--- config.mk ---
export PLATFORM = sky130hd
export DESIGN_NAME = wtrms_regs
export DESIGN_NICKNAME = d
export VERILOG_FILES = /design/src/rtl/wtrms_pkg.sv /design/src/rtl/wtrms_regs.sv
export SDC_FILE = /design/constraint.sdc
export NUM_CORES = 1
export LEC_CHECK = 0
export BUFFER_PORTS_ARGS = -buffer_cell sky130_fd_sc_hd__buf_2
export CORE_AREA = 2 2 89 91
export CTS_CLUSTER_DIAMETER = 40
export DETAILED_ROUTE_END_ITERATION = 10
export DIE_AREA = 0 0 91 93
export GPL_TIMING_DRIVEN = 0
export PLACE_DENSITY = 0.75
export SETUP_SLACK_MARGIN = 0.02
export SLEW_MARGIN = 5
export SYNTH_ARGS = -nofsm -noshare
export SYNTH_HDL_FRONTEND = slang
export SYNTH_SLANG_ARGS = --single-unit
--- constraint.sdc ---
create_clock -name clk -period 1.05 [get_ports clk]
set_clock_uncertainty 0.2 [all_clocks]
set_input_delay 0.105 -clock clk [delete_from_list [all_inputs] [get_ports clk]]
set_output_delay 0.105 -clock clk [all_outputs]
set_load 0.02 [all_outputs]
--- src/rtl/wtrms_pkg.sv ---
// Shared constants, status codes and the front-to-back job record for the
// windowed trapezoidal RMS block. No dependencies.

package wtrms_pkg;

  localparam int TIME_BITS   = 32;
  localparam int SAMPLE_BITS = 16;
  localparam int SQ_BITS     = 2 * SAMPLE_BITS - 1;
  localparam int AREA_BITS   = 64;
  localparam int RMS_BITS    = 16;
  localparam int REG_BITS    = 32;
  localparam int ADDR_BITS   = 3;

  localparam int QDEPTH      = 4;
  localparam int QPTR_BITS   = $clog2(QDEPTH);
  localparam int QCNT_BITS   = $clog2(QDEPTH + 3);

  localparam int DIV_STEPS   = AREA_BITS;
  localparam int SQRT_STEPS  = AREA_BITS / 2;
  localparam int DCNT_BITS   = $clog2(DIV_STEPS);
  localparam int SCNT_BITS   = $clog2(SQRT_STEPS);

  // Register index, taken from paddr[2]
  localparam logic REG_WINDOW_START = 1'b0;
  localparam logic REG_WINDOW_END   = 1'b1;

  typedef enum logic [1:0] {
    ST_OK    = 2'd0,
    ST_EMPTY = 2'd1,
    ST_SAT   = 2'd2,
    ST_DEC   = 2'd3
  } status_t;

  typedef struct packed {
    status_t                status;
    logic [AREA_BITS-1:0]   area;
    logic [TIME_BITS-1:0]   span;
  } job_t;

endpackage

--- src/rtl/wtrms_regs.sv ---
// APB register file holding the measurement window.
// Depends on wtrms_pkg.

module wtrms_regs import wtrms_pkg::*; (
  input  logic                 clk,
  input  logic                 rst,
  input  logic                 psel,
  input  logic                 penable,
  input  logic                 pwrite,
  input  logic [ADDR_BITS-1:0] paddr,
  input  logic [REG_BITS-1:0]  pwdata,
  output logic [REG_BITS-1:0]  prdata,
  output logic                 pready,
  output logic [TIME_BITS-1:0] window_start,
  output logic [TIME_BITS-1:0] window_end
);

  logic wr;

  assign pready = 1'b1;
  assign wr     = psel && penable && pwrite;

  always_ff @(posedge clk) begin
    if (rst) begin
      window_start <= '0;
      window_end   <= '1;
    end else if (wr) begin
      if (paddr[2] == REG_WINDOW_END) begin
        window_end <= pwdata[TIME_BITS-1:0];
      end else begin
        window_start <= pwdata[TIME_BITS-1:0];
      end
    end
  end

  assign prdata = (paddr[2] == REG_WINDOW_END) ? REG_BITS'(window_end)
                                               : REG_BITS'(window_start);

endmodule

==> qor.txt <==
Post-Synthesis Cells: 318
cells on worst reg2reg path: 3
Final Hold Fails: 0
Worst Setup End Kind: primary output
worst skew pair latency: 0.33 ns
Post-Synth Simple-Gate Area: 21.1%
CP peak stage delay: 0.35 ns
outcome: complete, but fails checks
Global Route Usage Sum: 29.0%
ranking of synthesized cells by area: dfxtp_1 41%, mux2i_1 20%, nand2b_1 13%
Hold Path Class: in2reg
area grow syn2layout: 97.0%
n_diodes: 0
Initial Util: 41.6%
initial antenna violation count: 0
post-layout net count: 610
placement-stage cell area: 3940 um^2
failing checks: negative setup slack
dpl hpwl: 5790 um
CP Cell Sequence: mux2_4, buf_6
Clock Sinks: 64
final setup fails: 107
H-tree depth: 3
Worst EP required: 0.74 ns
fmax: 0.703 GHz
Critical Path Fanout Max: 2
hold depth: 3
Overflow after GRT: 0
CTS tree: yes
share of post-route cells with drive strength above 1: 62.7%
maximum clock insertion buffer count: 2
worst slack at placement: -0.290 ns
critical path type: reg2out
CTS Buf Count: 9
fin area: 6170 um^2
Critical-path top delay cell: dfxtp_2
RePlAce Congestion: 0.735
PD cells: 995 nW/um^2
drt via density: 5.20
CP Launch Type: register
Die Area: 8460 um^2
period utilization: 135%
First DRT Iteration DRCs: 148
vias in the first global route: 3661
complex-gate fraction of the synthesized area: 0%
post-synthesis mux area share: 32.0%
Fillers: 405
mapped cell area: 3130 um^2
first-pass GRT wire length: 19200 um
Final Critical Period: 1.42 ns
largest net degree at the start of global routing: 11
IO Pins: 137
Peak VDD IR: 0.000784 V
Min Hold Slack: 0.141 ns
Synth Area in Adders: 0%
WL final: 14100 um
Yosys reg bits: 64
maxcap violations: 0
library cells used by synthesis: 13
Root Buffer: clkbuf_8
Syn Area/Cell: 9.85 um^2
CTS clk-pin slew, worst paths: 0.08 ns
count of final max-slew check failures: 0
routed vias: 3518
largest family of logic cells by synthesized area: multiplexers
die width: 91 um
Final Util: 82.0%
row count: 32
syn nets: 358
Synth warnings: 0
Die Ht: 93 um
Core ar.: 7530 um^2
setup slack after layout: -0.372 ns
DR WL/cell: 20.9 um
XOR/XNOR share of the synthesized area: 0%
TritonRoute pass-1 iters: 4
WP data arrival: 1.12 ns
port bufs: 131
Leak: 2.68 nW
antenna viol nets, final: 0
post-synthesis sequential area ratio: 40.9%
area share of the largest cell type after synthesis: 40.9%
Synth area leader: dfxtp_1
unrepaired setup endpoints after global routing: yes
drc violations: 0
## path summary, 6_finish.rpt
check	start	slack [ns]	to
worst max-delay path	window_start[18]$_SDFFE_PP0P_	-0.37	prdata[18]
worst min-delay path	rst	0.14	window_start[6]$_SDFFE_PP0P_
worst max register to register	window_start[18]$_SDFFE_PP0P_	-0.10	window_start[18]$_SDFFE_PP0P_
worst min register to register	window_start[24]$_SDFFE_PP0P_	0.30	window_start[24]$_SDFFE_PP0P_
## cells in the mapped netlist, drive strengths merged
library cell   n
clkbuf        10
nor2          64
and4b          1
mux2          32
nand2b        64
dfxtp         64
buf           17
and4           1
mux2i         64
conb           1
## worst max-delay path: cells and delay by family, from the launching register on
| family | cells | cell delay (ns) |
|---|---|---|
| flops | 1 | 0.35 |
| mux | 1 | 0.28 |
| buf+inv | 1 | 0.13 |
## repair_timing
| action | 4_1_cts | 5_1_grt |
|---|---|---|
| resized for setup | 305 | 105 |
| pin swaps | 3 | 9 |
| hold endpoints to repair | 64 | 0 |
| endpoints found under the setup margin | 96 | 112 |
| hold buffers | 32 | 0 |
| buffers inserted | 65 | 40 |
## sequential cells by signal (all words and copies together) (netlist names)
| name | flops |
|---|---|
| window_end | 32 |
| window_start | 32 |
## through the flow
step | TNS [ns] | power (mW) | cells
floorplan | -5.09 | 3.15 | 318
global placement | -20.58 | 3.43 | 551
detailed placement | -21.71 | 3.45 | 551
CTS | -21.23 | 5.94 | 663
global route | -23.06 | 6.30 | 676
finish | -21.14 | 6.14 | 676
## kinds of logic after synthesis
group,after synthesis
AND/OR/NAND/NOR,130
other,1
multiplexers,96
buffers and inverters,27
flip-flops,64
## power by group
group / switching, mW / internal, mW / total (mW)
registers: 0.0477 / 2.49 / 2.54
clock network: 0.983 / 1.14 / 2.12
logic: 0.688 / 0.789 / 1.48
total: 1.72 / 4.42 / 6.14
## layout by cell type (no fill, tap or decap)
cell type,Yosys,final
buf_4,1,16
mux2i_1,64,62
dfxtp_2,0,64
nor2_1,64,51
nand2b_4,0,4
conb_1,1,1
dlygate4sd3_1,0,32
and4_1,1,1
clkbuf_1,10,6
and4b_1,1,1
buf_6,5,161
nand2b_1,64,60
clkbuf_8,0,10
nor2_4,0,8
nor2_2,0,5
mux2_2,32,8
clkbuf_2,0,5
buf_12,0,2
mux2i_2,0,2
mux2_4,0,24
buf_2,8,39
bufinv_16,0,1
clkbuf_4,0,3
buf_8,3,5
clkinv_2,0,3
## metal layers
metal | global-route usage, % | routed length (um) | vias to the layer above
met5 | 0 | 0 | -
met4 | 16.7 | 598 | 0
met3 | 7.01 | 963 | 52
met2 | 51.7 | 7180 | 192
met1 | 31.4 | 5370 | 1728
li1 | - | - | 1546
## layout make-up
cell class | instances | area (um^2) | area share (%)
clock inverter | 4 | 45.0 | 0.730
sequential | 64 | 1360 | 22.1
buffer | 27 | 231 | 3.75
multi-input combinational | 227 | 1860 | 30.2
tap | 102 | 128 | 2.07
clock buffer | 11 | 141 | 2.29
timing repair buffer | 241 | 2400 | 38.9
No activity file was read; power rests on OpenSTA's default activity.
