## config.mk

```make
export PLATFORM = sky130hd
export DESIGN_NAME = wtrms_queue
export DESIGN_NICKNAME = d
export VERILOG_FILES = /design/src/rtl/wtrms_pkg.sv /design/src/rtl/wtrms_queue.sv
export SDC_FILE = /design/constraint.sdc
export NUM_CORES = 1
export LEC_CHECK = 0
export BUFFER_PORTS_ARGS = -buffer_cell sky130_fd_sc_hd__buf_2
export CAP_MARGIN = 20
export CORE_MARGIN = 2
export CORE_UTILIZATION = 61
export CTS_CLUSTER_SIZE = 16
export DETAILED_ROUTE_END_ITERATION = 7
export GPL_ROUTABILITY_DRIVEN = 1
export GPL_TIMING_DRIVEN = 0
export PLACE_DENSITY = 0.94
export SYNTH_ARGS = -nofsm -noshare
export SYNTH_HDL_FRONTEND = slang
export SYNTH_SLANG_ARGS = --single-unit
```

## constraint.sdc

```tcl
create_clock -name clk -period 8.6 [get_ports clk]
set_input_delay 0.43 -clock clk [delete_from_list [all_inputs] [get_ports clk]]
set_output_delay 0.43 -clock clk [all_outputs]
set_load 0.01 [all_outputs]
```

## src/rtl/wtrms_pkg.sv

```systemverilog
// Shared constants, status codes and the front-to-back job record for the
// windowed trapezoidal RMS block. No dependencies.

package wtrms_pkg;

  localparam int TIME_BITS   = 32;
  localparam int SAMPLE_BITS = 16;
  localparam int SQ_BITS     = 2 * SAMPLE_BITS - 1;
  localparam int AREA_BITS   = 64;
  localparam int RMS_BITS    = 16;
  localparam int REG_BITS    = 32;
  localparam int ADDR_BITS   = 3;

  localparam int QDEPTH      = 4;
  localparam int QPTR_BITS   = $clog2(QDEPTH);
  localparam int QCNT_BITS   = $clog2(QDEPTH + 3);

  localparam int DIV_STEPS   = AREA_BITS;
  localparam int SQRT_STEPS  = AREA_BITS / 2;
  localparam int DCNT_BITS   = $clog2(DIV_STEPS);
  localparam int SCNT_BITS   = $clog2(SQRT_STEPS);

  // Register index, taken from paddr[2]
  localparam logic REG_WINDOW_START = 1'b0;
  localparam logic REG_WINDOW_END   = 1'b1;

  typedef enum logic [1:0] {
    ST_OK    = 2'd0,
    ST_EMPTY = 2'd1,
    ST_SAT   = 2'd2,
    ST_DEC   = 2'd3
  } status_t;

  typedef struct packed {
    status_t                status;
    logic [AREA_BITS-1:0]   area;
    logic [TIME_BITS-1:0]   span;
  } job_t;

endpackage

```

## src/rtl/wtrms_queue.sv

```systemverilog
// Small job queue between front and back ends, built from flip-flops.
// Depends on wtrms_pkg.

module wtrms_queue import wtrms_pkg::*; (
  input  logic                 clk,
  input  logic                 rst,
  input  logic                 push,
  input  job_t                 push_data,
  input  logic                 pop,
  output job_t                 pop_data,
  output logic                 not_empty,
  output logic [QCNT_BITS-1:0] level
);

  job_t                 entries [QDEPTH];
  logic [QPTR_BITS-1:0] wr_ptr, rd_ptr;

  always_ff @(posedge clk) begin
    if (rst) begin
      wr_ptr <= '0;
      rd_ptr <= '0;
      level  <= '0;
    end else begin
      if (push) begin
        wr_ptr <= wr_ptr + 1'b1;
      end
      if (pop) begin
        rd_ptr <= rd_ptr + 1'b1;
      end
      level <= level + QCNT_BITS'(push) - QCNT_BITS'(pop);
    end
  end

  always_ff @(posedge clk) begin
    if (push) begin
      entries[wr_ptr] <= push_data;
    end
  end

  assign pop_data  = entries[rd_ptr];
  assign not_empty = level != '0;

endmodule

```

==> flow_summary.ini <==
[global_routing]
grt_pass1_wl_mm = 40.0
gr-usage-met1_pct = 27.9
overflow = 0
antenna_found_initial = 5
grt_pass1_vias = 6877
met3_usage_pct = 5.17
grt_use_total_pct = 22.1
grt_busiest_layer = met2
grt_max_degree = 58
gr-usage-met2_pct = 38.2

[cts]
h-tree-depth = 2
cts.path.max_buffers = 3
postCtsSetupRepairBufs = 0
numCtsBuffers = 39
clk_latency_ns = 0.52
cts.repair.resized = 0
clock-root-buffer = clkbuf_16
cts.sinks = 401
cts_hold_buf = 0
path_clk_slew_ns = 0.06
cts_tree = yes

[hold_path]
hp-class = in2reg
hold_path_startpoint = push_data[73]
whs_endpoint = entries[3][73]$_DFFE_PP_
holdPathStages = 1

[sta]
setup_viol = 0
final-hold-violation-count = 0
fin_tns_setup_ns = 0
maxSlewViolCount = 0
fin_crit_sh_pct = 31.9
finalCriticalPeriod_ns = 2.74
fin_worst_skew_ns = 0.0176
max_slew_margin_pct = 51.3
rsz0062_at_grt = false
tightest_slew_ns = 0.730
max_freq_ghz = 0.365

[worst_setup_path]
cpMaxStageDelayCell = mux4_2
cp_data_arrival_time_ns = 2.31
worstPathMaxFanout = 10
r2r_slack_ns = 6.65
crit_required_ns = 8.17
cp_num_buf_inv = 4
max_stage_delay_ns = 0.39
cp_common_cell = buf_2
crit_chain = buf_2 > buf_2 > buf_2 > mux4_2 > buf_2
cp-end-kind = output pin
rr_worst_depth = 4
crit_type = reg2out
reg2reg_to = entries[1][50]$_DFFE_PP_
crit_family = buffers and inverters
r2r-start = wr_ptr[1]$_SDFFE_PP0P_
cp-start-kind = flop

[yosys]
synth_top_area_share_pct = 80.9
ys_ff_latch = 401
yosysSeqAreaShare_pct = 82.1
synth_cells = 553
syn-num-nets = 662
synth_area_leaders = edfxtp_1 (81%), mux4_2 (15%), dfxtp_1 (1.2%)
synth_cell_types = 20
yosys_warnings = 0
yosysTopAreaCell = edfxtp_1
syn_avg_cell_area_sq_um = 26.3
synth_area_sq_um = 14600

[floorplanning]
start_util_pct = 62.0
core_area_sq_um = 23500
pin_count = 204
design.die.area_sq_um = 25100
die_x_um = 158
rows = 56
die_y_um = 158

[status]
status = finished clean

[power]
power_density_nw_per_um2 = 246
design_power_total_w = 0.00424
leakage_nw = 5.85
peakVddDrop_mv = 0.227

[final_layout]
n_fill_cell = 1290
multi_input_area_sq_um = 2450
nets = 910
seq_area_sq_um = 12000
area_growth_pct = 18.6
drive_gt1_share_pct = 45.4

[route]
drc = 0
via_per_inst = 5.78
wire_per_inst_um = 23.9
totalWireLength_mm = 27.5
drt_iter0_markers = 400
first_pass_iters = 5
route.vias.total = 6657
drtAntennaViolNets = 0

[job]
max-cap-violations = 0

[place]
dp_hpwl_mm = 16.1
gp_congestion = 0.718
numPortBuffers = 203
## cells in the final DEF (no fill, tap or decap), drive strengths merged
cell type and count:
a21bo 1, a21oi 1, and2 4, buf 222
clkbuf 60, clkinv 14, clkinvlp 2, dfxtp 9
diode 4, edfxtp 392, fa 1, ha 6
inv 6, mux2i 1, mux4 98, nand3b 1
nor2 5, nor2b 2, or3 1, xnor2 2
xor3 1
## power breakdown
group          switching (W)  total, W  internal (W)
combinational       0.000226  0.000423      0.000196
clock               0.000659   0.00155      0.000887
sequential         0.0000262   0.00227       0.00225
total               0.000911   0.00424       0.00333
## registers in the layout (all words and copies together), names as in the netlist, named ones only
register  cells
rd_ptr        2
wr_ptr        2
entries     392
level         3
## worst max path at each step
stage / end / depth (start not counted) / start
4_1_cts: pop_data[94] / 5 / flop
3_3_place_gp: entries[2][79]$_DFFE_PP_ / 2 / push
3_5_place_dp: pop_data[87] / 5 / flop
5_1_grt: pop_data[94] / 5 / flop
2_1_floorplan: entries[0][0]$_DFFE_PP_ / 3 / wr_ptr[0]$_SDFFE_PP0P_
6_report: pop_data[94] / 5 / flop
## per-stage QoR
step / utilization [%] / std cells / area, sq um / hold slack [ns] / worst slack, ns
after floorplan: - / 553 / 14600 / 0.492 / 5.32
after global placement: 68.0 / 1075 / 16000 / 0.518 / 3.67
after detailed placement: 68.5 / 1079 / 16100 / 0.547 / 6.44
after CTS: 73.5 / 1148 / 17300 / 0.0987 / 5.82
after global routing: 73.5 / 1150 / 17300 / 0.114 / 5.76
final: 73.5 / 1152 / 17300 / 0.124 / 5.86
## per-layer routing
metal / wire (um) / share of wire, %
met1: 10100 / 37
met2: 14700 / 53
met3: 2040 / 7.4
met4: 701 / 2.5
met5: 27 / 0.098
## final cells by class
class | instances | share of cell area (%)
flip-flops and latches | 401 | 69.2
repair buffers | 207 | 6.52
clock buffers | 53 | 6.32
well taps | 319 | 2.31
clock inverters | 16 | 0.435
multi-input cells | 124 | 14.2
inverters | 6 | 0.130
diodes | 4 | 0.0580
plain buffers | 22 | 0.797
## cell families (layout without fill, tap and decap cells)
kind of cell    count (synthesis)  count (layout)  share of synthesized area (%)
flops                         401             401                           82.1
mux                            99              99                           15.2
buf+inv                        28             304                           1.10
simple gates                   13              13                          0.482
fa+ha+maj                       7               7                          0.654
xor+xnor                        3               3                          0.284
compound gates                  2               2                          0.103
other cells                     0               4                              0
## synth_stat cells
library cell / instances
a21oi_1: 1
and2_1: 4
nor2_1: 5
xnor2_1: 2
fa_1: 1
nor2b_1: 2
buf_8: 3
edfxtp_1: 392
inv_1: 6
a21bo_2: 1
clkbuf_1: 7
mux4_2: 98
buf_6: 1
ha_1: 6
nand3b_1: 1
or3_1: 1
dfxtp_1: 9
mux2i_1: 1
buf_2: 11
xor3_1: 1
(Power assumes the default switching activity.)
