$ cat config.mk
export PLATFORM = sky130hd
export DESIGN_NAME = wtrms_front_flat
export DESIGN_NICKNAME = d
export VERILOG_FILES = /design/src/rtl/wtrms_pkg.sv /design/src/rtl/wtrms_if.sv /design/src/rtl/wtrms_front.sv /design/src/flat_wrapper.sv
export SDC_FILE = /design/constraint.sdc
export NUM_CORES = 2
export LEC_CHECK = 0
export ABC_CLOCK_PERIOD_IN_PS = 31700
export BUFFER_PORTS_ARGS = -buffer_cell sky130_fd_sc_hd__buf_4
export CAP_MARGIN = 20
export CORE_MARGIN = 2
export CORE_UTILIZATION = 60
export DETAILED_ROUTE_END_ITERATION = 16
export PLACE_DENSITY = 0.8
export SETUP_SLACK_MARGIN = 0.1
export SYNTH_ARGS = -nofsm -noshare
export SYNTH_HDL_FRONTEND = slang
export SYNTH_SLANG_ARGS = --single-unit
$ cat constraint.sdc
create_clock -name clk -period 31.7 [get_ports clk]
set_clock_uncertainty 0.1 [all_clocks]
set_input_delay 1.585 -clock clk [delete_from_list [all_inputs] [get_ports clk]]
set_output_delay 1.585 -clock clk [all_outputs]
set_load 0.02 [all_outputs]
$ cat src/rtl/wtrms_pkg.sv
// Shared constants, status codes and the front-to-back job record for the
// windowed trapezoidal RMS block. No dependencies.

package wtrms_pkg;

  localparam int TIME_BITS   = 32;
  localparam int SAMPLE_BITS = 16;
  localparam int SQ_BITS     = 2 * SAMPLE_BITS - 1;
  localparam int AREA_BITS   = 64;
  localparam int RMS_BITS    = 16;
  localparam int REG_BITS    = 32;
  localparam int ADDR_BITS   = 3;

  localparam int QDEPTH      = 4;
  localparam int QPTR_BITS   = $clog2(QDEPTH);
  localparam int QCNT_BITS   = $clog2(QDEPTH + 3);

  localparam int DIV_STEPS   = AREA_BITS;
  localparam int SQRT_STEPS  = AREA_BITS / 2;
  localparam int DCNT_BITS   = $clog2(DIV_STEPS);
  localparam int SCNT_BITS   = $clog2(SQRT_STEPS);

  // Register index, taken from paddr[2]
  localparam logic REG_WINDOW_START = 1'b0;
  localparam logic REG_WINDOW_END   = 1'b1;

  typedef enum logic [1:0] {
    ST_OK    = 2'd0,
    ST_EMPTY = 2'd1,
    ST_SAT   = 2'd2,
    ST_DEC   = 2'd3
  } status_t;

  typedef struct packed {
    status_t                status;
    logic [AREA_BITS-1:0]   area;
    logic [TIME_BITS-1:0]   span;
  } job_t;

endpackage

$ cat src/rtl/wtrms_if.sv
// Valid/ready channels for samples and results of the RMS block.
// Depends on wtrms_pkg.

interface wtrms_sample_if import wtrms_pkg::*; ();
  logic                          valid;
  logic                          ready;
  logic [TIME_BITS-1:0]          sample_time;
  logic signed [SAMPLE_BITS-1:0] sample_value;
  logic                          end_of_wave;

  modport source (output valid, sample_time, sample_value, end_of_wave, input ready);
  modport sink   (input valid, sample_time, sample_value, end_of_wave, output ready);
endinterface


$ cat src/rtl/wtrms_front.sv
// Front end: classifies samples against the window and integrates value
// squared in three stages, pushing one job per waveform. Depends on wtrms_pkg.

module wtrms_front import wtrms_pkg::*; (
  input  logic                 clk,
  input  logic                 rst,
  wtrms_sample_if.sink         samples,
  input  logic [TIME_BITS-1:0] window_start,
  input  logic [TIME_BITS-1:0] window_end,
  input  logic [QCNT_BITS-1:0] q_level,
  output logic                 push,
  output job_t                 push_data
);

  // Stage 1 state: ordering and window tracking
  logic                 seen_any;
  logic [TIME_BITS-1:0] last_time;
  logic                 seen_first;
  logic [TIME_BITS-1:0] first_time;
  logic [TIME_BITS-1:0] previous_time;
  logic                 dec_flag;

  // Stage 2 state
  logic [SQ_BITS-1:0]   previous_square;

  // Stage 3 state
  logic [AREA_BITS-1:0] double_area;
  logic                 sat_flag;

  // Pipeline registers
  logic                   v1, last1, integ1, upd1, dec1;
  logic [SQ_BITS-1:0]     sq1;
  logic [TIME_BITS-1:0]   dt1, span1;
  logic                   v2, last2, dec2;
  logic [AREA_BITS-1:0]   term2;
  logic [TIME_BITS-1:0]   span2;

  logic                   fire;
  logic                   dec, inwin;
  logic [SAMPLE_BITS-1:0] raw, mag;
  logic [2*SAMPLE_BITS-1:0] sq_full;
  logic                   seen_first_next;
  logic [TIME_BITS-1:0]   first_time_next, previous_time_next, span;
  logic [QCNT_BITS-1:0]   pending;

  logic [2*SAMPLE_BITS-1:0]           sq_sum;
  logic [2*SAMPLE_BITS+TIME_BITS-1:0] prod;
  logic [AREA_BITS:0]                 area_sum;
  logic                               sat_now, sat_next;
  logic [AREA_BITS-1:0]               area_next;
  status_t                            push_status;

  // Hold input while the queue could not take every end-of-wave in flight
  assign pending = q_level + QCNT_BITS'(v1 && last1) + QCNT_BITS'(v2 && last2);
  assign samples.ready = pending < QCNT_BITS'(QDEPTH);
  assign fire = samples.valid && samples.ready;

  assign raw     = samples.sample_value;
  assign mag     = raw[SAMPLE_BITS-1] ? (~raw + 1'b1) : raw;
  assign sq_full = mag * mag;

  assign dec   = seen_any && (samples.sample_time < last_time);
  assign inwin = !dec && (samples.sample_time >= window_start)
                      && (samples.sample_time <= window_end);

  always_comb begin
    seen_first_next    = seen_first;
    first_time_next    = first_time;
    previous_time_next = previous_time;
    if (inwin) begin
      seen_first_next    = 1'b1;
      previous_time_next = samples.sample_time;
      if (!seen_first) begin
        first_time_next = samples.sample_time;
      end
    end
    span = seen_first_next ? (previous_time_next - first_time_next) : '0;
  end

  // Stage 1
  always_ff @(posedge clk) begin
    if (rst) begin
      v1            <= 1'b0;
      seen_any      <= 1'b0;
      last_time     <= '0;
      seen_first    <= 1'b0;
      first_time    <= '0;
      previous_time <= '0;
      dec_flag      <= 1'b0;
    end else begin
      v1 <= fire;
      if (fire) begin
        if (samples.end_of_wave) begin
          seen_any      <= 1'b0;
          last_time     <= '0;
          seen_first    <= 1'b0;
          first_time    <= '0;
          previous_time <= '0;
          dec_flag      <= 1'b0;
        end else begin
          seen_any      <= 1'b1;
          last_time     <= samples.sample_time;
          seen_first    <= seen_first_next;
          first_time    <= first_time_next;
          previous_time <= previous_time_next;
          dec_flag      <= dec_flag || dec;
        end
      end
    end
  end

  always_ff @(posedge clk) begin
    if (fire) begin
      last1  <= samples.end_of_wave;
      integ1 <= inwin && seen_first;
      upd1   <= inwin;
      dec1   <= dec_flag || dec;
      sq1    <= sq_full[SQ_BITS-1:0];
      dt1    <= samples.sample_time - previous_time;
      span1  <= span;
    end
  end

  // Stage 2: trapezoid term
  assign sq_sum = {1'b0, previous_square} + {1'b0, sq1};
  assign prod   = sq_sum * dt1;

  always_ff @(posedge clk) begin
    if (rst) begin
      v2              <= 1'b0;
      previous_square <= '0;
    end else begin
      v2 <= v1;
      if (v1) begin
        if (last1) begin
          previous_square <= '0;
        end else if (upd1) begin
          previous_square <= sq1;
        end
      end
    end
  end

  always_ff @(posedge clk) begin
    if (v1) begin
      last2 <= last1;
      dec2  <= dec1;
      span2 <= span1;
      term2 <= integ1 ? AREA_BITS'(prod) : '0;
    end
  end

  // Stage 3: saturating accumulate
  assign area_sum  = {1'b0, double_area} + {1'b0, term2};
  assign sat_now   = area_sum[AREA_BITS];
  assign area_next = sat_now ? '1 : area_sum[AREA_BITS-1:0];
  assign sat_next  = sat_flag || sat_now;

  always_ff @(posedge clk) begin
    if (rst) begin
      double_area <= '0;
      sat_flag    <= 1'b0;
    end else if (v2) begin
      if (last2) begin
        double_area <= '0;
        sat_flag    <= 1'b0;
      end else begin
        double_area <= area_next;
        sat_flag    <= sat_next;
      end
    end
  end

  always_comb begin
    if (dec2) begin
      push_status = ST_DEC;
    end else if (span2 == '0) begin
      push_status = ST_EMPTY;
    end else if (sat_next) begin
      push_status = ST_SAT;
    end else begin
      push_status = ST_OK;
    end
  end

  assign push      = v2 && last2;
  assign push_data = {push_status, area_next, span2};

endmodule

$ cat src/flat_wrapper.sv
// flat-port wrapper written by rule: the top's interface ports become plain ports
module wtrms_front_flat import wtrms_pkg::*;
  (clk, rst, window_start, window_end, q_level, push, push_data, samples_valid, samples_sample_time, samples_sample_value, samples_end_of_wave, samples_ready);
  wtrms_sample_if samples_i ();
  input  logic clk;
  input  logic rst;
  input  logic [TIME_BITS-1:0] window_start;
  input  logic [TIME_BITS-1:0] window_end;
  input  logic [QCNT_BITS-1:0] q_level;
  output logic push;
  output job_t push_data;
  input wire logic [$bits(samples_i.valid)-1:0] samples_valid;
  input wire logic [$bits(samples_i.sample_time)-1:0] samples_sample_time;
  input wire logic [$bits(samples_i.sample_value)-1:0] samples_sample_value;
  input wire logic [$bits(samples_i.end_of_wave)-1:0] samples_end_of_wave;
  output wire logic [$bits(samples_i.ready)-1:0] samples_ready;
  assign samples_i.valid = samples_valid;
  assign samples_i.sample_time = samples_sample_time;
  assign samples_i.sample_value = samples_sample_value;
  assign samples_i.end_of_wave = samples_end_of_wave;
  assign samples_ready = samples_i.ready;
  wtrms_front u_core (.clk(clk), .rst(rst), .samples(samples_i), .window_start(window_start), .window_end(window_end), .q_level(q_level), .push(push), .push_data(push_data));
endmodule
==> key figures <==
Run status
  • Status: finished, final reports clean

Die
  • IO Pins: 219
  • Core Area: 107000 um^2
  • Row count: 120
  • Starting Density: 0.604
  • Die height: 332 um
  • Die span in x: 332 um
  • Die area: 110000 um^2

Critical path
  • Max incr delay on CP: 0.58 ns
  • Crit path DAT: 11.66 ns
  • Crit-path max FO: 32
  • CP most frequent cell: fa_1
  • Worst Setup End Kind: flip-flop
  • Setup crit start kind: flip-flop
  • Worst path slowest cell: fa_1
  • Crit path kind: flip-flop to flip-flop
  • Critical Path RT: 31.92 ns

Route
  • Final ANT Viol Nets: 0
  • Wire length per cell: 20.2 um
  • Vias post-DR: 50.3k
  • WL final: 172000 um
  • Vias per cell: 5.90
  • # DRC: 0
  • Initial drt markers: 3836
  • Pre-antenna DRT Iters: 12

Final layout
  • Post-layout util: 0.648
  • Area grow syn2layout: 7.26%
  • Fillers: 8652
  • Fraction of layout cells with a size suffix above 1: 0.0649
  • Nets: 8886

Synth
  • Mux cell area share after synthesis: 0.00547
  • Compound-cell area share of the yosys netlist: 0.112
  • Synth cell types: 97
  • Post-synth ARST share: 0
  • Seq/Total Area, Yosys: 0.152
  • Largest family of logic cells by synthesized area: adder cells
  • XOR/XNOR Fraction of Synth Area: 0.0323
  • Synth Area in Simple Gates: 0.152
  • Synthesized area: 64500 um^2
  • Syn Area/Cell: 9.14 um^2
  • Synthesized instance count: 7055
  • Post-synthesis adder-cell area fraction: 0.448
  • Main synth FF type: dfxtp_1
  • #FFs+latches synth: 393
  • Synthesis Warnings: 0
  • Post-synth EDFFs: 196

Global route
  • First-pass GRT wire length: 279000 um
  • Total track usage: 0.318
  • Vias in the first global route: 53.5k
  • Initial antenna violation count: 2
  • GR Overflow Total: 0
  • Largest net degree at the start of global routing: 72

CTS
  • CTS H-tree depth: 2
  • CTS tree: yes
  • # Post-CTS Setup Buffers: 0
  • Worst skew pair latency: 0.65 ns
  • Clock Path Buffers: 3
  • Root buffer cell: clkbuf_16
  • PostCTS Resize Cnt: 0
  • Clk pin slew, worst setup/hold paths: 0.06 ns
  • Hold_buf cts: 0
  • Number of CTS-inserted buffers: 46
  • Sink Count: 393

Hold path
  • Worst hold path type: flip-flop to flip-flop

Timing
  • Fin crit period: 11.43 ns
  • Tcrit/Tclk final: 0.361
  • Setup_tns: 0 ns
  • Unrepaired setup endpoints after global routing: no
  • Max Fclk: 0.0875 GHz
  • Worst Tran Pin Value: 1.00 ns
  • Slew HR: 0.331
  • Max-slew violations: 0
  • Hold Violations, Final: 0
  • Setup violators final: 0

Placed design
  • GP Congestion: 0.936
  • IO buf count: 218
  • Final HPWL DP: 131000 um

Job
  • Max_cap viols: 0
## cells by family (layout without fill, tap and decap cells)
kind of cell    after synthesis  count (layout)
mux                          35              35
buf+inv                    1649            1717
xor+xnor                    238             238
other cells                   2              14
compound gates             1059            1059
fa+ha+maj                  1672            1672
simple gates               2007            2007
flops                       393             393
## placed cells by master, fill, tap and decap left out, drive strengths merged, types with 149 or more instances in the layout
cell,instances
inv,1315
fa,1063
nand2,787
ha,609
and2,602
buf,310
nor2,298
a21oi,268
o21ai,204
dfxtp,197
edfxtp,196
xnor2,149
## layout make-up
| cell class | count | area [um^2] | share of cell area |
|---|---|---|---|
| Clock inverter | 29 | 357 | 0.00516 |
| Antenna cell | 2 | 5.00 | 0.0000724 |
| Sequential cell | 393 | 9830 | 0.142 |
| Clock buffer | 57 | 1210 | 0.0175 |
| Timing Repair Buffer | 310 | 2350 | 0.0341 |
| Inverter | 1321 | 4960 | 0.0717 |
| Tap cell | 1403 | 1760 | 0.0254 |
| Multi-Input combinational cell | 5023 | 48700 | 0.704 |
## stage by stage
stage	hold WS (ns)	cell area (um^2)	setup WS, ns	instances
finish	0.317	69100	20.27	8538
global route	0.318	69100	19.52	8536
CTS	0.314	69100	20.26	8534
detailed placement	0.306	67500	20.32	8448
global placement	0.302	67500	20.58	8447
floorplan	0.300	64500	21.74	7065
## metal layers
| layer | up-vias | track usage | share of wire |
|---|---|---|---|
| met5 | - | 0 | 0.00016 |
| met4 | 4 | 0.149 | 0.054 |
| met3 | 579 | 0.0757 | 0.10 |
| met2 | 2573 | 0.525 | 0.46 |
| met1 | 24700 | 0.395 | 0.38 |
| li1 | 22400 | - | - |
## worst paths after layout
path / startpoint / end / slack, ns / cells past startpoint
max: u_core.sq1[0] / u_core.term2[60] / 20.27 / 38
min: u_core.span1[19] / u_core.span2[19] / 0.32 / 0
max reg2reg: u_core.sq1[0] / u_core.term2[60] / 20.27 / 38
min reg2reg: u_core.span1[19] / u_core.span2[19] / 0.32 / 0
## flip-flops by register name, indices dropped and copies added, names as in the netlist, 30 cells and up
name,count
u_core.previous_time,32
u_core.sq1,30
u_core.term2,64
u_core.dt1,32
u_core.previous_square,31
u_core.first_time,32
u_core.double_area,64
u_core.span1,32
u_core.span2,32
u_core.last_time,32
## Yosys cell counts, drive strengths merged (89+ instances only)
cell | n | area (um^2)
inv | 1315 | 4940
fa | 1063 | 21300
nand2 | 787 | 2950
ha | 609 | 7620
and2 | 602 | 3770
clkbuf | 303 | 1150
nor2 | 298 | 1120
a21oi | 268 | 1350
o21ai | 204 | 1050
dfxtp | 197 | 3940
edfxtp | 196 | 5890
xnor2 | 149 | 1310
a21o | 137 | 1030
xor2 | 89 | 780
## critical path: cells and delay by family (launching register included)
| kind | cells | cell delay (ns) |
|---|---|---|
| buffers and inverters | 5 | 0.58 |
| adder cells (fa/ha/maj) | 11 | 4.85 |
| AND/OR/NAND/NOR | 6 | 1.04 |
| flip-flops | 1 | 0.39 |
| AO/OA/AOI/OAI | 15 | 4.04 |
| XOR/XNOR | 1 | 0.13 |
Power is left out: the tool's default activity adds up to more than one toggle a clock period on the data nets, which glitch-free logic cannot reach.
