$ cat config.mk
export PLATFORM = sky130hd
export DESIGN_NAME = wtrms_back_flat
export DESIGN_NICKNAME = d
export VERILOG_FILES = /design/src/rtl/wtrms_pkg.sv /design/src/rtl/wtrms_if.sv /design/src/rtl/wtrms_back.sv /design/src/flat_wrapper.sv
export SDC_FILE = /design/constraint.sdc
export NUM_CORES = 1
export LEC_CHECK = 0
export BUFFER_PORTS_ARGS = -buffer_cell sky130_fd_sc_hd__buf_2
export CAP_MARGIN = 30
export CORE_ASPECT_RATIO = 1.25
export CORE_UTILIZATION = 60
export DETAILED_ROUTE_END_ITERATION = 10
export PLACE_DENSITY = 0.78
export SYNTH_ARGS = -nofsm -noshare
export SYNTH_HDL_FRONTEND = slang
export SYNTH_SLANG_ARGS = --single-unit
$ cat constraint.sdc
create_clock -name clk -period 12 [get_ports clk]
set_input_delay 1.2 -clock clk [delete_from_list [all_inputs] [get_ports clk]]
set_output_delay 1.2 -clock clk [all_outputs]
set_load 0.01 [all_outputs]
$ cat src/rtl/wtrms_pkg.sv
// Shared constants, status codes and the front-to-back job record for the
// windowed trapezoidal RMS block. No dependencies.

package wtrms_pkg;

  localparam int TIME_BITS   = 32;
  localparam int SAMPLE_BITS = 16;
  localparam int SQ_BITS     = 2 * SAMPLE_BITS - 1;
  localparam int AREA_BITS   = 64;
  localparam int RMS_BITS    = 16;
  localparam int REG_BITS    = 32;
  localparam int ADDR_BITS   = 3;

  localparam int QDEPTH      = 4;
  localparam int QPTR_BITS   = $clog2(QDEPTH);
  localparam int QCNT_BITS   = $clog2(QDEPTH + 3);

  localparam int DIV_STEPS   = AREA_BITS;
  localparam int SQRT_STEPS  = AREA_BITS / 2;
  localparam int DCNT_BITS   = $clog2(DIV_STEPS);
  localparam int SCNT_BITS   = $clog2(SQRT_STEPS);

  // Register index, taken from paddr[2]
  localparam logic REG_WINDOW_START = 1'b0;
  localparam logic REG_WINDOW_END   = 1'b1;

  typedef enum logic [1:0] {
    ST_OK    = 2'd0,
    ST_EMPTY = 2'd1,
    ST_SAT   = 2'd2,
    ST_DEC   = 2'd3
  } status_t;

  typedef struct packed {
    status_t                status;
    logic [AREA_BITS-1:0]   area;
    logic [TIME_BITS-1:0]   span;
  } job_t;

endpackage

$ cat src/rtl/wtrms_if.sv


interface wtrms_result_if import wtrms_pkg::*; ();
  logic                valid;
  logic                ready;
  logic [RMS_BITS-1:0] rms_value;
  logic [1:0]          status;

  modport source (output valid, rms_value, status, input ready);
  modport sink   (input valid, rms_value, status, output ready);
endinterface

$ cat src/rtl/wtrms_back.sv
// Back end: bit-serial divide of the area by twice the span, then a
// digit-by-digit square root, into a result register. Depends on wtrms_pkg.

module wtrms_back import wtrms_pkg::*; (
  input  logic           clk,
  input  logic           rst,
  input  logic           q_not_empty,
  input  job_t           q_data,
  output logic           pop,
  wtrms_result_if.source results
);

  typedef enum logic [1:0] {
    S_IDLE,
    S_DIV,
    S_SQRT
  } state_t;

  state_t                 state;
  logic [AREA_BITS-1:0]   dq;
  logic [TIME_BITS+1:0]   rem;
  logic [TIME_BITS+1:0]   divisor;
  logic [DCNT_BITS-1:0]   dcnt;
  logic [AREA_BITS-1:0]   x, res, sbit;
  logic [SCNT_BITS-1:0]   scnt;
  logic                   out_valid;
  logic [RMS_BITS-1:0]    out_rms;
  status_t                out_status;

  logic [TIME_BITS+1:0]   rem_sh;
  logic                   ge;
  logic [AREA_BITS-1:0]   dq_next, rb;
  logic                   take;
  logic [AREA_BITS-1:0]   res_next;

  assign rem_sh  = {rem[TIME_BITS:0], dq[AREA_BITS-1]};
  assign ge      = rem_sh >= divisor;
  assign dq_next = {dq[AREA_BITS-2:0], ge};

  assign rb       = res + sbit;
  assign take     = x >= rb;
  assign res_next = take ? ((res >> 1) + sbit) : (res >> 1);

  assign pop = (state == S_IDLE) && q_not_empty && !out_valid;

  always_ff @(posedge clk) begin
    if (rst) begin
      state     <= S_IDLE;
      out_valid <= 1'b0;
    end else begin
      if (out_valid && results.ready) begin
        out_valid <= 1'b0;
      end
      case (state)
        S_IDLE: begin
          if (pop) begin
            if (q_data.status == ST_OK) begin
              dq      <= q_data.area;
              rem     <= '0;
              divisor <= {1'b0, q_data.span, 1'b0};
              dcnt    <= DCNT_BITS'(DIV_STEPS - 1);
              state   <= S_DIV;
            end else begin
              out_rms    <= '0;
              out_status <= q_data.status;
              out_valid  <= 1'b1;
            end
          end
        end
        S_DIV: begin
          rem  <= ge ? (rem_sh - divisor) : rem_sh;
          dq   <= dq_next;
          dcnt <= dcnt - 1'b1;
          if (dcnt == '0) begin
            x     <= dq_next;
            res   <= '0;
            sbit  <= AREA_BITS'(1) << (AREA_BITS - 2);
            scnt  <= SCNT_BITS'(SQRT_STEPS - 1);
            state <= S_SQRT;
          end
        end
        S_SQRT: begin
          if (take) begin
            x <= x - rb;
          end
          res  <= res_next;
          sbit <= sbit >> 2;
          scnt <= scnt - 1'b1;
          if (scnt == '0) begin
            out_rms    <= (res_next[AREA_BITS-1:RMS_BITS] != '0) ? '1
                                                                 : res_next[RMS_BITS-1:0];
            out_status <= ST_OK;
            out_valid  <= 1'b1;
            state      <= S_IDLE;
          end
        end
        default: begin
          state <= S_IDLE;
        end
      endcase
    end
  end

  assign results.valid     = out_valid;
  assign results.rms_value = out_rms;
  assign results.status    = out_status;

endmodule

$ cat src/flat_wrapper.sv
// flat-port wrapper written by rule: the top's interface ports become plain ports
module wtrms_back_flat import wtrms_pkg::*;
  (clk, rst, q_not_empty, q_data, pop, results_valid, results_rms_value, results_status, results_ready);
  wtrms_result_if results_i ();
  input  logic clk;
  input  logic rst;
  input  logic q_not_empty;
  input  job_t q_data;
  output logic pop;
  output wire logic [$bits(results_i.valid)-1:0] results_valid;
  output wire logic [$bits(results_i.rms_value)-1:0] results_rms_value;
  output wire logic [$bits(results_i.status)-1:0] results_status;
  input wire logic [$bits(results_i.ready)-1:0] results_ready;
  assign results_valid = results_i.valid;
  assign results_rms_value = results_i.rms_value;
  assign results_status = results_i.status;
  assign results_i.ready = results_ready;
  wtrms_back u_core (.clk(clk), .rst(rst), .q_not_empty(q_not_empty), .q_data(q_data), .pop(pop), .results(results_i));
endmodule
==> results of run 1 <==
==> sequential cells by signal, summed over array words and instances (netlist names) <==
| name | count |
|---|---|
| u_core.dq | 64 |
| u_core.res | 64 |
| u_core.x | 64 |
| u_core.rem | 33 |
| u_core.divisor | 32 |
| u_core.sbit | 32 |
| u_core.results.rms_value | 16 |
| u_core.dcnt | 6 |
| u_core.scnt | 5 |
| u_core.results.status | 2 |
| u_core.state | 2 |
| u_core.results.valid | 1 |
==> worst min-delay path, cell delays in order, from the launching register on <==
cell and delay, ns:
sky130_fd_sc_hd__dfxtp_1 0.32, sky130_fd_sc_hd__nand2b_1 0.07, sky130_fd_sc_hd__a31oi_1 0.07
==> cell type report <==
class	count	area [µm²]	share of cell area
Timing Repair Buffer	136	766	0.0288
Inverter	89	334	0.0126
Multi-Input combinational cell	2024	14100	0.530
Sequential cell	321	9610	0.361
Clock inverter	19	176	0.00663
Tap cell	546	683	0.0257
Antenna cell	1	2.50	0.0000941
Clock buffer	42	923	0.0347
==> Yosys cell counts, types with 7 or more instances <==
master and count:
sky130_fd_sc_hd__a211oi_1 25, sky130_fd_sc_hd__a21o_1 70, sky130_fd_sc_hd__a21oi_1 179, sky130_fd_sc_hd__a21oi_2 11, sky130_fd_sc_hd__a31o_2 18, sky130_fd_sc_hd__a31oi_1 59, sky130_fd_sc_hd__and2_1 76, sky130_fd_sc_hd__and3_1 32
sky130_fd_sc_hd__and4_1 14, sky130_fd_sc_hd__buf_2 14, sky130_fd_sc_hd__clkbuf_1 89, sky130_fd_sc_hd__edfxtp_1 318, sky130_fd_sc_hd__ha_1 168, sky130_fd_sc_hd__inv_1 88, sky130_fd_sc_hd__mux2_2 116, sky130_fd_sc_hd__mux2i_1 11
sky130_fd_sc_hd__nand2_1 220, sky130_fd_sc_hd__nand2b_1 25, sky130_fd_sc_hd__nand3_1 51, sky130_fd_sc_hd__nand4_1 49, sky130_fd_sc_hd__nor2_1 192, sky130_fd_sc_hd__nor2b_1 47, sky130_fd_sc_hd__nor3_1 48, sky130_fd_sc_hd__nor4_1 13
sky130_fd_sc_hd__o211ai_1 13, sky130_fd_sc_hd__o21a_1 18, sky130_fd_sc_hd__o21ai_0 129, sky130_fd_sc_hd__o21ai_1 14, sky130_fd_sc_hd__o21bai_1 29, sky130_fd_sc_hd__o31ai_1 20, sky130_fd_sc_hd__or2_2 9, sky130_fd_sc_hd__or3_1 22
sky130_fd_sc_hd__or4_1 7, sky130_fd_sc_hd__xnor2_1 107, sky130_fd_sc_hd__xor2_1 106
==> layer usage <==
metal  vias to the layer above  part of all wire  wire, µm
li1                       9628                 -         -
met1                      9531              0.42     26600
met2                       809              0.47     29600
met3                       142             0.074      4660
met4                         8             0.035      2210
met5                         -           0.00084        53
==> through the flow <==
step	area, µm²	hold WS, ns
6_report	26600	0.520
3_5_place_dp	25400	0.508
3_3_place_gp	25400	0.494
5_1_grt	26600	0.536
2_1_floorplan	24500	0.485
4_1_cts	26500	0.524
==> worst min path at each step <==
stage	from	endpoint	slack, ns	depth (start not counted)
finish	u_core.results.valid$_SDFF_PP0_	u_core.results.valid$_SDFF_PP0_	0.52	2
floorplan	u_core.state[0]$_SDFFE_PP0P_	u_core.state[0]$_SDFFE_PP0P_	0.49	2
detailed placement	u_core.results.valid$_SDFF_PP0_	u_core.results.valid$_SDFF_PP0_	0.51	2
global route	u_core.results.valid$_SDFF_PP0_	u_core.results.valid$_SDFF_PP0_	0.54	2
global placement	u_core.results.valid$_SDFF_PP0_	u_core.results.valid$_SDFF_PP0_	0.49	2
CTS	u_core.results.valid$_SDFF_PP0_	u_core.results.valid$_SDFF_PP0_	0.52	2
==> kinds of logic (layout without fill, tap and decap cells) <==
logic type,Yosys count,in the layout,share of synthesized area
AND/OR/NAND/NOR,842,842,0.174
AO/OA/AOI/OAI,671,671,0.177
flip-flops,321,321,0.393
XOR/XNOR,213,213,0.0762
buffers and inverters,203,286,0.0339
adder cells (fa/ha/maj),170,170,0.0875
multiplexers,128,128,0.0585
other,0,1,0
==> power by group through the flow <==
stage	Clock, mW	Combinational (mW)	Sequential (mW)
final	1.07	0.419	1.28
after global routing	1.11	0.460	1.28
after CTS	1.08	0.412	1.28
after detailed placement	0	0.407	1.31
after global placement	0	0.400	1.30
after floorplan	0	0.310	1.30
==> results.sh, run 1 <==
export IMPL_result_of_the_run="finished clean"
export IMPL_grt_util_met3=0.0391
export IMPL_clockRootBuffer="sky130_fd_sc_hd__clkbuf_16"
export IMPL_cts_sink_count=321
export IMPL_synth_enable_flop_cells=318
export IMPL_dieArea_um2=41600
export IMPL_hold_viol_final=0
export IMPL_floorplan_core_area_um2=40100
export IMPL_rows=82
export IMPL_capture_instance_of_the_worst_register_to_register_path="u_core.results.rms_value[3]$_SDFFCE_PN0P_"
export IMPL_grt_pass1_vias=19400
export IMPL_power_internal_mw=2.03
export IMPL_timing_critical_path_buf_inv=0
export IMPL_netlist_area_leader_share=0.390
export IMPL_synth_sequential_area_ratio=0.393
export IMPL_grt_setup_unrepaired="no"
export IMPL_avgViaCountPerCell=6.33
export IMPL_async_reset_ff_frac=0
export IMPL_r2r_worst_path_cells=26
export IMPL_timing_critical_path_to_type="flip-flop"
export IMPL_cts_root_to_sink_buffers=3
export IMPL_layout_drive_gt1_share=0.140
export IMPL_crit_path_frequent_cell="sky130_fd_sc_hd__a31oi_1"
export IMPL_wire_length_of_the_first_global_routing_pass_um=101000
export IMPL_path_class="flip-flop to flip-flop"
export IMPL_switchingPower_uw=739
export IMPL_timing_critical_path_fanout_max=66
export IMPL_ranking_of_synthesized_cells_by_area="sky130_fd_sc_hd__edfxtp_1 39%, sky130_fd_sc_hd__ha_1 8.6%, sky130_fd_sc_hd__mux2_2 5.3%"
export IMPL_grt_use_total=0.302
export IMPL_achievable_frequency_mhz=115
export IMPL_slew_viol_final=0
export IMPL_power_share_combinational=0.151
export IMPL_clk_transition_reported_paths_ns=0.07
export IMPL_post_place_cells=3114
export IMPL_area_growth_syn_to_layout_pct=8.68
export IMPL_globalRouteOverflowTotal=0
export IMPL_yosys_area_top_type="sky130_fd_sc_hd__edfxtp_1"
export IMPL_design_power_total_mw=2.77
export IMPL_crit_path_end="u_core.results.rms_value[3]$_SDFFCE_PN0P_"
export IMPL_ys_seq_elements=321
export IMPL_postLayoutSetupSlackWorst_ns=3.29
export IMPL_setup_reg_to_reg_worst_slack_ns=3.29
export IMPL_drt_wirelength_per_cell_um=19.9
export IMPL_cp_arrival_ns=8.96
export IMPL_syn_avg_cell_area_um2=9.60
export IMPL_met2_usage=0.493
export IMPL_synth_distinct_cells=90
export IMPL_numCtsBuffers=35
export IMPL_layout_cells_most_common="sky130_fd_sc_hd__edfxtp_1"
export IMPL_post_layout_nonfiller_instances=3178
export IMPL_die_w_um=183
export IMPL_chipHeight_um=228
export IMPL_tns_ns=0
export IMPL_static_leak_nw=10.2
export IMPL_setup_violations=0
export IMPL_half_perimeter_wire_length_after_placement_um=46900
export IMPL_worst_slew_margin_rel=0.378
export IMPL_most_common_layout_cells="318 x sky130_fd_sc_hd__edfxtp_1, 220 x sky130_fd_sc_hd__nand2_1, 191 x sky130_fd_sc_hd__nor2_1, 177 x sky130_fd_sc_hd__a21oi_1, 166 x sky130_fd_sc_hd__ha_1"
export IMPL_route_final_wire_length_um=63100
export IMPL_cellPowerDensity_nw_per_um2=104
export IMPL_cts_repair_resize_count=0
export IMPL_globalRoute_busiestLayer="met2"
export IMPL_cts_tree="built"
export IMPL_io_pins=122
export IMPL_drv_max_cap_violation_count=0
export IMPL_switching_fraction=0.267
export IMPL_num_vias=20100
export IMPL_cp_data_required_time_ns=12.25
export IMPL_drt_first_pass_iters=6
export IMPL_worst_ir_drop_vdd_uv=128
export IMPL_drt_iter0_drc=1726
export IMPL_gp_congestion=0.950
export IMPL_filler_cell_count=3205
export IMPL_timing_critical_path_slowest_cell_delay_ns=0.79
export IMPL_timing_critical_path_from_type="flip-flop"
export IMPL_cp_startpoint="u_core.sbit[2]$_SDFFCE_PN0P_"
export IMPL_grt_antenna_before_repair=4
export IMPL_ctsHtreeMaxLevel=2
export IMPL_cp_delay_by_family_top="compound AO/OA/AOI/OAI gates"
export IMPL_grt_max_degree=84
export IMPL_hold_path_class="flip-flop to flip-flop"
export IMPL_gr_usage_met1=0.409
export IMPL_period_minus_slack_ns=8.71
export IMPL_cts_hold_repair_buffers=0
export IMPL_slowest_stage="sky130_fd_sc_hd__and4_1"
export IMPL_drc=0
export IMPL_regToRegStartpoint="u_core.sbit[2]$_SDFFCE_PN0P_"
export IMPL_p_seq_frac=0.463
export IMPL_ys_warnings_count=0
export IMPL_synthesis_nets=2820
export IMPL_io_buffer_count=121
export IMPL_dominantRegCellSynth="sky130_fd_sc_hd__edfxtp_1"
export IMPL_clkLatencyLatePin_ns=0.54
export IMPL_synth_area_um2=24500
export IMPL_portion_of_total_power_attributed_to_the_clock_network=0.385
export IMPL_tightestPinTransition_ns=0.933
export IMPL_post_cts_setup_buffer_count=0
export IMPL_min_period_over_period=0.726
export IMPL_synthCells=2548
export IMPL_final_core_utilization=0.663
export IMPL_path_depth=26
export IMPL_final_setup_skew_ns=0.0113
export IMPL_pre_cts_ws_ns=3.43
export IMPL_initial_core_util=0.610
export IMPL_nets=2879
export IMPL_detail_route_antenna_nets=0
Note: power is estimated with default switching activity, not from simulation.
==> run 2: changes to the inputs <==
- clock period: 12 -> 8.3 ns (I/O delays scaled with it)
==> run 2 against run 1 <==
  * Critical path depth up 1
  * Power up 42%
  * Fmax up 12%
  * Register-to-register slack worse by 2.8 ns
  * Sequential power up 45%
  * Critical path type unchanged
  * Sequential share of layout area up 0.075 points
  * Clock skew up 0.0067 ns
  * Non-clock buffer count up 5
  * Design area down 0.21%
  * Setup slack worse by 2.8 ns
==> results.sh, run 2 (synthesized netlist as in run 1, its figures left out) <==
export IMPL_result_of_the_run="finished clean"
export IMPL_io_buffer_count=121
export IMPL_rows=82
export IMPL_numCtsBuffers=35
export IMPL_switchingPower_mw=1.04
export IMPL_path_depth=27
export IMPL_grt_max_degree=73
export IMPL_post_layout_nonfiller_instances=3178
export IMPL_minimum_hold_slack_ns=0.478
export IMPL_final_setup_skew_ns=0.0180
export IMPL_drt_iter0_drc=1872
export IMPL_drc=0
export IMPL_period_minus_slack_ns=7.79
export IMPL_cellPowerDensity_nw_per_um2=148
export IMPL_filler_cell_count=3261
export IMPL_cp_delay_by_family_top="compound AO/OA/AOI/OAI gates"
export IMPL_clockRootBuffer="sky130_fd_sc_hd__clkbuf_16"
export IMPL_post_route_cell_area_um2=26500
export IMPL_worst_slew_margin_rel=0.398
export IMPL_r2r_worst_path_cells=27
export IMPL_area_growth_syn_to_layout_pct=8.45
export IMPL_portion_of_total_power_attributed_to_the_clock_network=0.371
export IMPL_die_w_um=183
export IMPL_timing_critical_path_fanout_max=26
export IMPL_design_power_total_mw=3.92
export IMPL_timing_critical_path_slowest_cell_delay_ns=0.58
export IMPL_path_class="flip-flop to flip-flop"
export IMPL_dpl_cell_area_um2=25500
export IMPL_worst_ir_drop_vdd_uv=195
export IMPL_detail_route_antenna_nets=0
export IMPL_layout_cells_most_common="sky130_fd_sc_hd__edfxtp_1"
export IMPL_achievable_frequency_mhz=128
export IMPL_switching_fraction=0.266
export IMPL_drt_wirelength_per_cell_um=20.2
export IMPL_cts_hold_repair_buffers=0
export IMPL_initial_core_util=0.610
export IMPL_hold_viol_final=0
export IMPL_grt_antenna_before_repair=2
export IMPL_power_internal_mw=2.87
export IMPL_wire_length_of_the_first_global_routing_pass_um=102000
export IMPL_route_final_wire_length_um=64100
export IMPL_num_vias=20100
export IMPL_half_perimeter_wire_length_after_placement_um=48500
export IMPL_io_pins=122
export IMPL_dieArea_um2=41600
export IMPL_clkLatencyLatePin_ns=0.53
export IMPL_slowest_stage="sky130_fd_sc_hd__edfxtp_1"
export IMPL_cts_sink_count=321
export IMPL_cts_root_to_sink_buffers=3
export IMPL_power_share_combinational=0.156
export IMPL_cp_data_required_time_ns=8.53
export IMPL_drt_first_pass_iters=7
export IMPL_cts_tree="built"
export IMPL_reg_largest_list="u_core.dq x64, u_core.res x64, u_core.x x64"
export IMPL_tightestPinTransition_ns=0.903
export IMPL_layout_drive_gt1_share=0.141
export IMPL_floorplan_core_area_um2=40100
export IMPL_p_seq_frac=0.473
export IMPL_nets=2884
export IMPL_grt_pass1_vias=19600
export IMPL_cp_arrival_ns=8.02
export IMPL_avgViaCountPerCell=6.33
export IMPL_grt_setup_unrepaired="no"
export IMPL_timing_critical_path_from_type="flip-flop"
export IMPL_ctsHtreeMaxLevel=2
export IMPL_chipHeight_um=228
export IMPL_timing_critical_path_buf_inv=1
export IMPL_grt_use_total=0.308
export IMPL_slew_viol_final=0
export IMPL_hold_path_class="primary input to flip-flop"
export IMPL_static_leak_nw=10.2
export IMPL_tns_ns=0
export IMPL_clk_transition_reported_paths_ns=0.06
export IMPL_most_common_layout_cells="318 x sky130_fd_sc_hd__edfxtp_1, 220 x sky130_fd_sc_hd__nand2_1, 191 x sky130_fd_sc_hd__nor2_1, 177 x sky130_fd_sc_hd__a21oi_1, 166 x sky130_fd_sc_hd__ha_1"
export IMPL_timing_critical_path_to_type="flip-flop"
export IMPL_gp_congestion=0.928
export IMPL_min_period_over_period=0.938
export IMPL_drv_max_cap_violation_count=0
export IMPL_whs_path_depth=1
export IMPL_post_place_cells=3120
export IMPL_globalRouteOverflowTotal=0
export IMPL_setup_violations=0
-- run 2: path summary, 6_finish.rpt --
| check | startpoint | end | slack [ns] |
|---|---|---|---|
| max reg2reg | u_core.res[18]$_SDFFCE_PN0P_ | u_core.results.rms_value[2]$_SDFFCE_PN0P_ | 0.51 |
| min reg2reg | u_core.results.valid$_SDFF_PP0_ | u_core.results.valid$_SDFF_PP0_ | 0.54 |
| max | u_core.res[18]$_SDFFCE_PN0P_ | u_core.results.rms_value[2]$_SDFFCE_PN0P_ | 0.51 |
| min | q_data[16] | u_core.divisor[17]$_DFFE_PP_ | 0.48 |
-- run 2: cell type report --
class	instances	area [µm²]	area share
Antenna cell	1	2.50	0.0000943
Clock buffer	39	891	0.0336
Clock inverter	17	128	0.00481
Inverter	89	334	0.0126
Multi-Input combinational cell	2024	14100	0.532
Sequential cell	321	9610	0.362
Tap cell	546	683	0.0257
Timing Repair Buffer	141	779	0.0294
-- run 2: what timing repair did --
| action | CTS | global route |
|---|---|---|
| setup buffers | 0 | 0 |
| setup endpoints to repair | 0 | 15 |
| gates resized for setup | 0 | 2 |
-- run 2: power by group through the flow --
stage          clock network [mW]  logic (mW)  registers [mW]
3_5_place_dp                    0       0.594            1.89
3_3_place_gp                    0       0.584            1.89
2_1_floorplan                   0       0.448            1.88
5_1_grt                      1.53       0.669            1.86
6_report                     1.45       0.609            1.85
4_1_cts                      1.48       0.600            1.85
-- run 2: routing by layer --
metal | global-route usage | wire, µm | vias to the layer above
met5 | 0 | 11 | -
met4 | 0.118 | 2440 | 2
met3 | 0.0367 | 3980 | 139
met2 | 0.510 | 30500 | 725
met1 | 0.412 | 27200 | 9632
li1 | - | - | 9627
-- run 2: metrics by stage --
step	setup slack [ns]	util
2_1_floorplan	0.904	-
3_3_place_gp	0.688	0.635
3_5_place_dp	0.486	0.635
4_1_cts	0.438	0.661
5_1_grt	0.0719	0.662
6_report	0.513	0.662
-- run 2: worst reg2reg max path: cells and delay by family, from the launching register on --
kind | cells | cell delay (ns)
compound gates | 16 | 3.88
xor+xnor | 1 | 0.22
flops | 1 | 0.58
buf+inv | 1 | 0.26
fa+ha+maj | 2 | 0.75
simple gates | 7 | 1.82
==> run 3: changes to the inputs <==
- REMOVE_ABC_BUFFERS: unset -> 1
==> run 3 against run 2 <==
  * Clock power rose by 14%
  * Hold slack got worse by 0.011 ns
  * Design area is 0.77% higher
  * Via count up 0.75%
  * Count of clock-buffer cells in the layout up 5
  * Global-route usage is 0.052 points lower
  * Setup slack lost 0.030 ns
  * Combinational power about the same
  * Flip-flop and latch count did not move
  * Die area unchanged
  * Critical endpoint is now u_core.results.rms_value[3]$_SDFFCE_PN0P_
==> results.sh, run 3 (synthesized netlist as in run 1, its figures left out) <==
export IMPL_result_of_the_run="finished clean"
export IMPL_dieArea_um2=41600
export IMPL_detail_route_antenna_nets=0
export IMPL_io_buffer_count=121
export IMPL_grt_pass1_vias=19500
export IMPL_switchingPower_mw=1.06
export IMPL_drc=0
export IMPL_drt_iter0_drc=1820
export IMPL_num_vias=20300
export IMPL_hold_viol_final=0
export IMPL_area_growth_syn_to_layout_pct=9.29
export IMPL_drv_max_cap_violation_count=0
export IMPL_path_class="flip-flop to flip-flop"
export IMPL_slowest_stage="sky130_fd_sc_hd__nand4bb_2"
export IMPL_tightestPinTransition_ns=0.970
export IMPL_worst_slew_margin_rel=0.353
export IMPL_switching_fraction=0.258
export IMPL_cts_root_to_sink_buffers=3
export IMPL_dpl_cell_area_um2=25500
export IMPL_worst_ir_drop_vdd_uv=175
export IMPL_clk_transition_reported_paths_ns=0.06
export IMPL_clkLatencyLatePin_ns=0.54
export IMPL_globalRouteOverflowTotal=0
export IMPL_cts_tree="built"
export IMPL_final_core_utilization=0.667
export IMPL_min_period_over_period=0.942
export IMPL_layout_drive_gt1_share=0.142
export IMPL_grt_max_degree=74
export IMPL_grt_antenna_before_repair=3
export IMPL_half_perimeter_wire_length_after_placement_um=48400
export IMPL_cts_sink_count=321
export IMPL_initial_core_util=0.610
export IMPL_r2r_worst_path_cells=28
export IMPL_post_route_cell_area_um2=26700
export IMPL_portion_of_total_power_attributed_to_the_clock_network=0.402
export IMPL_minimum_hold_slack_ns=0.467
export IMPL_nets=2887
export IMPL_timing_critical_path_to_type="flip-flop"
export IMPL_timing_critical_path_fanout_max=17
export IMPL_timing_critical_path_from_type="flip-flop"
export IMPL_filler_cell_count=3170
export IMPL_grt_setup_unrepaired="no"
export IMPL_design_power_total_mw=4.12
export IMPL_hold_path_class="primary input to flip-flop"
export IMPL_clockRootBuffer="sky130_fd_sc_hd__clkbuf_16"
export IMPL_chipHeight_um=228
export IMPL_period_minus_slack_ns=7.82
export IMPL_die_w_um=183
export IMPL_static_leak_nw=10.3
export IMPL_layout_cells_most_common="sky130_fd_sc_hd__edfxtp_1"
export IMPL_drt_first_pass_iters=6
export IMPL_cp_data_required_time_ns=8.55
export IMPL_crit_path_frequent_cell="sky130_fd_sc_hd__a31oi_1"
export IMPL_worstHoldStart="q_data[27]"
export IMPL_post_cts_setup_buffer_count=0
export IMPL_capture_instance_of_the_worst_register_to_register_path="u_core.results.rms_value[3]$_SDFFCE_PN0P_"
export IMPL_ctsHtreeMaxLevel=2
export IMPL_floorplan_core_area_um2=40100
export IMPL_cellPowerDensity_nw_per_um2=154
export IMPL_grt_use_total=0.308
export IMPL_final_setup_skew_ns=0.0261
export IMPL_most_common_layout_cells="318 x sky130_fd_sc_hd__edfxtp_1, 220 x sky130_fd_sc_hd__nand2_1, 191 x sky130_fd_sc_hd__nor2_1, 177 x sky130_fd_sc_hd__a21oi_1, 166 x sky130_fd_sc_hd__ha_1"
export IMPL_power_share_combinational=0.148
export IMPL_whs_path_depth=1
export IMPL_rows=82
export IMPL_route_final_wire_length_um=64500
export IMPL_cts_hold_repair_buffers=0
export IMPL_cp_arrival_ns=8.07
export IMPL_avgViaCountPerCell=6.36
export IMPL_timing_critical_path_slowest_cell_delay_ns=0.45
export IMPL_drt_wirelength_per_cell_um=20.2
export IMPL_timing_hold_worst_endpoint="u_core.divisor[28]$_DFFE_PP_"
export IMPL_p_seq_frac=0.449
export IMPL_setup_reg_to_reg_worst_slack_ns=0.48
export IMPL_regToRegStartpoint="u_core.sbit[2]$_SDFFCE_PN0P_"
export IMPL_reg_largest_list="u_core.dq x64, u_core.res x64, u_core.x x64"
export IMPL_numCtsBuffers=36
export IMPL_wire_length_of_the_first_global_routing_pass_um=102000
export IMPL_slew_viol_final=0
export IMPL_power_internal_mw=3.06
export IMPL_gp_congestion=0.940
export IMPL_achievable_frequency_mhz=128
export IMPL_setup_violations=0
export IMPL_io_pins=122
==> run 3: changes by cell type in the layout (fill, tap and decap cells not counted), moves of 2 or more <==
cell,previous run,this run
sky130_fd_sc_hd__clkinv_4,2,0
sky130_fd_sc_hd__clkinvlp_4,3,1
sky130_fd_sc_hd__clkinv_1,4,7
sky130_fd_sc_hd__clkbuf_16,35,38
sky130_fd_sc_hd__clkbuf_1,4,6
sky130_fd_sc_hd__clkinv_2,5,3
sky130_fd_sc_hd__bufinv_16,1,5
==> run 3: worst max path at each step <==
stage / startpoint / to / slack [ns]
global route: u_core.res[18]$_SDFFCE_PN0P_ / u_core.results.rms_value[3]$_SDFFCE_PN0P_ / 0.003
detailed placement: u_core.res[18]$_SDFFCE_PN0P_ / u_core.results.rms_value[3]$_SDFFCE_PN0P_ / 0.53
CTS: u_core.sbit[2]$_SDFFCE_PN0P_ / u_core.results.rms_value[3]$_SDFFCE_PN0P_ / 0.49
global placement: u_core.res[2]$_SDFFCE_PN0P_ / u_core.results.rms_value[2]$_SDFFCE_PN0P_ / 0.74
finish: u_core.sbit[2]$_SDFFCE_PN0P_ / u_core.results.rms_value[3]$_SDFFCE_PN0P_ / 0.48
floorplan: u_core.state[1]$_SDFFE_PP0P_ / u_core.res[0]$_SDFFCE_PN0P_ / -1.95
==> run 3: routing by layer <==
layer	up-vias	track usage	share of wire
li1	9637	-	-
met1	9663	0.407	0.42
met2	807	0.509	0.47
met3	164	0.0402	0.067
met4	4	0.123	0.039
met5	-	0	0.00037
==> run 3: repair_timing <==
action | 4_1_cts | 5_1_grt
resized for setup | 0 | 1
endpoints found under the setup margin | 0 | 16
hold endpoints to repair | 0 | 0
==> run 3: critical path: cells and delay by family, from the launching register on <==
family	cells	cell delay [ns]
adder cells (fa/ha/maj)	2	0.70
flip-flops	1	0.43
XOR/XNOR	1	0.15
buffers and inverters	2	0.43
AND/OR/NAND/NOR	4	1.46
AO/OA/AOI/OAI	19	4.33
==> run 3: per-stage QoR <==
stage / cells / setup TNS, ns / setup WS, ns
global placement: 3121 / 0 / 0.735
global route: 3186 / 0 / 0.00342
detailed placement: 3121 / 0 / 0.532
floorplan: 2434 / -244.67 / -1.95
finish: 3187 / 0 / 0.483
CTS: 3184 / 0 / 0.491
==> run 3: layout make-up <==
cell class / instances / area (µm²) / share of cell area
antenna: 1 / 2.50 / 0.0000936
clock inverter: 19 / 233 / 0.00870
timing repair buffer: 142 / 796 / 0.0298
multi-input combinational: 2025 / 14100 / 0.528
clock buffer: 44 / 973 / 0.0364
tap: 546 / 683 / 0.0255
inverter: 89 / 334 / 0.0125
sequential: 321 / 9610 / 0.359
==> run 3: power by group through the flow <==
stage | sequential, mW | clock, mW | combinational, mW
after global routing | 1.86 | 1.74 | 0.670
after detailed placement | 1.89 | 0 | 0.595
after floorplan | 1.88 | 0 | 0.436
after global placement | 1.89 | 0 | 0.586
final | 1.85 | 1.66 | 0.611
after CTS | 1.85 | 1.68 | 0.601
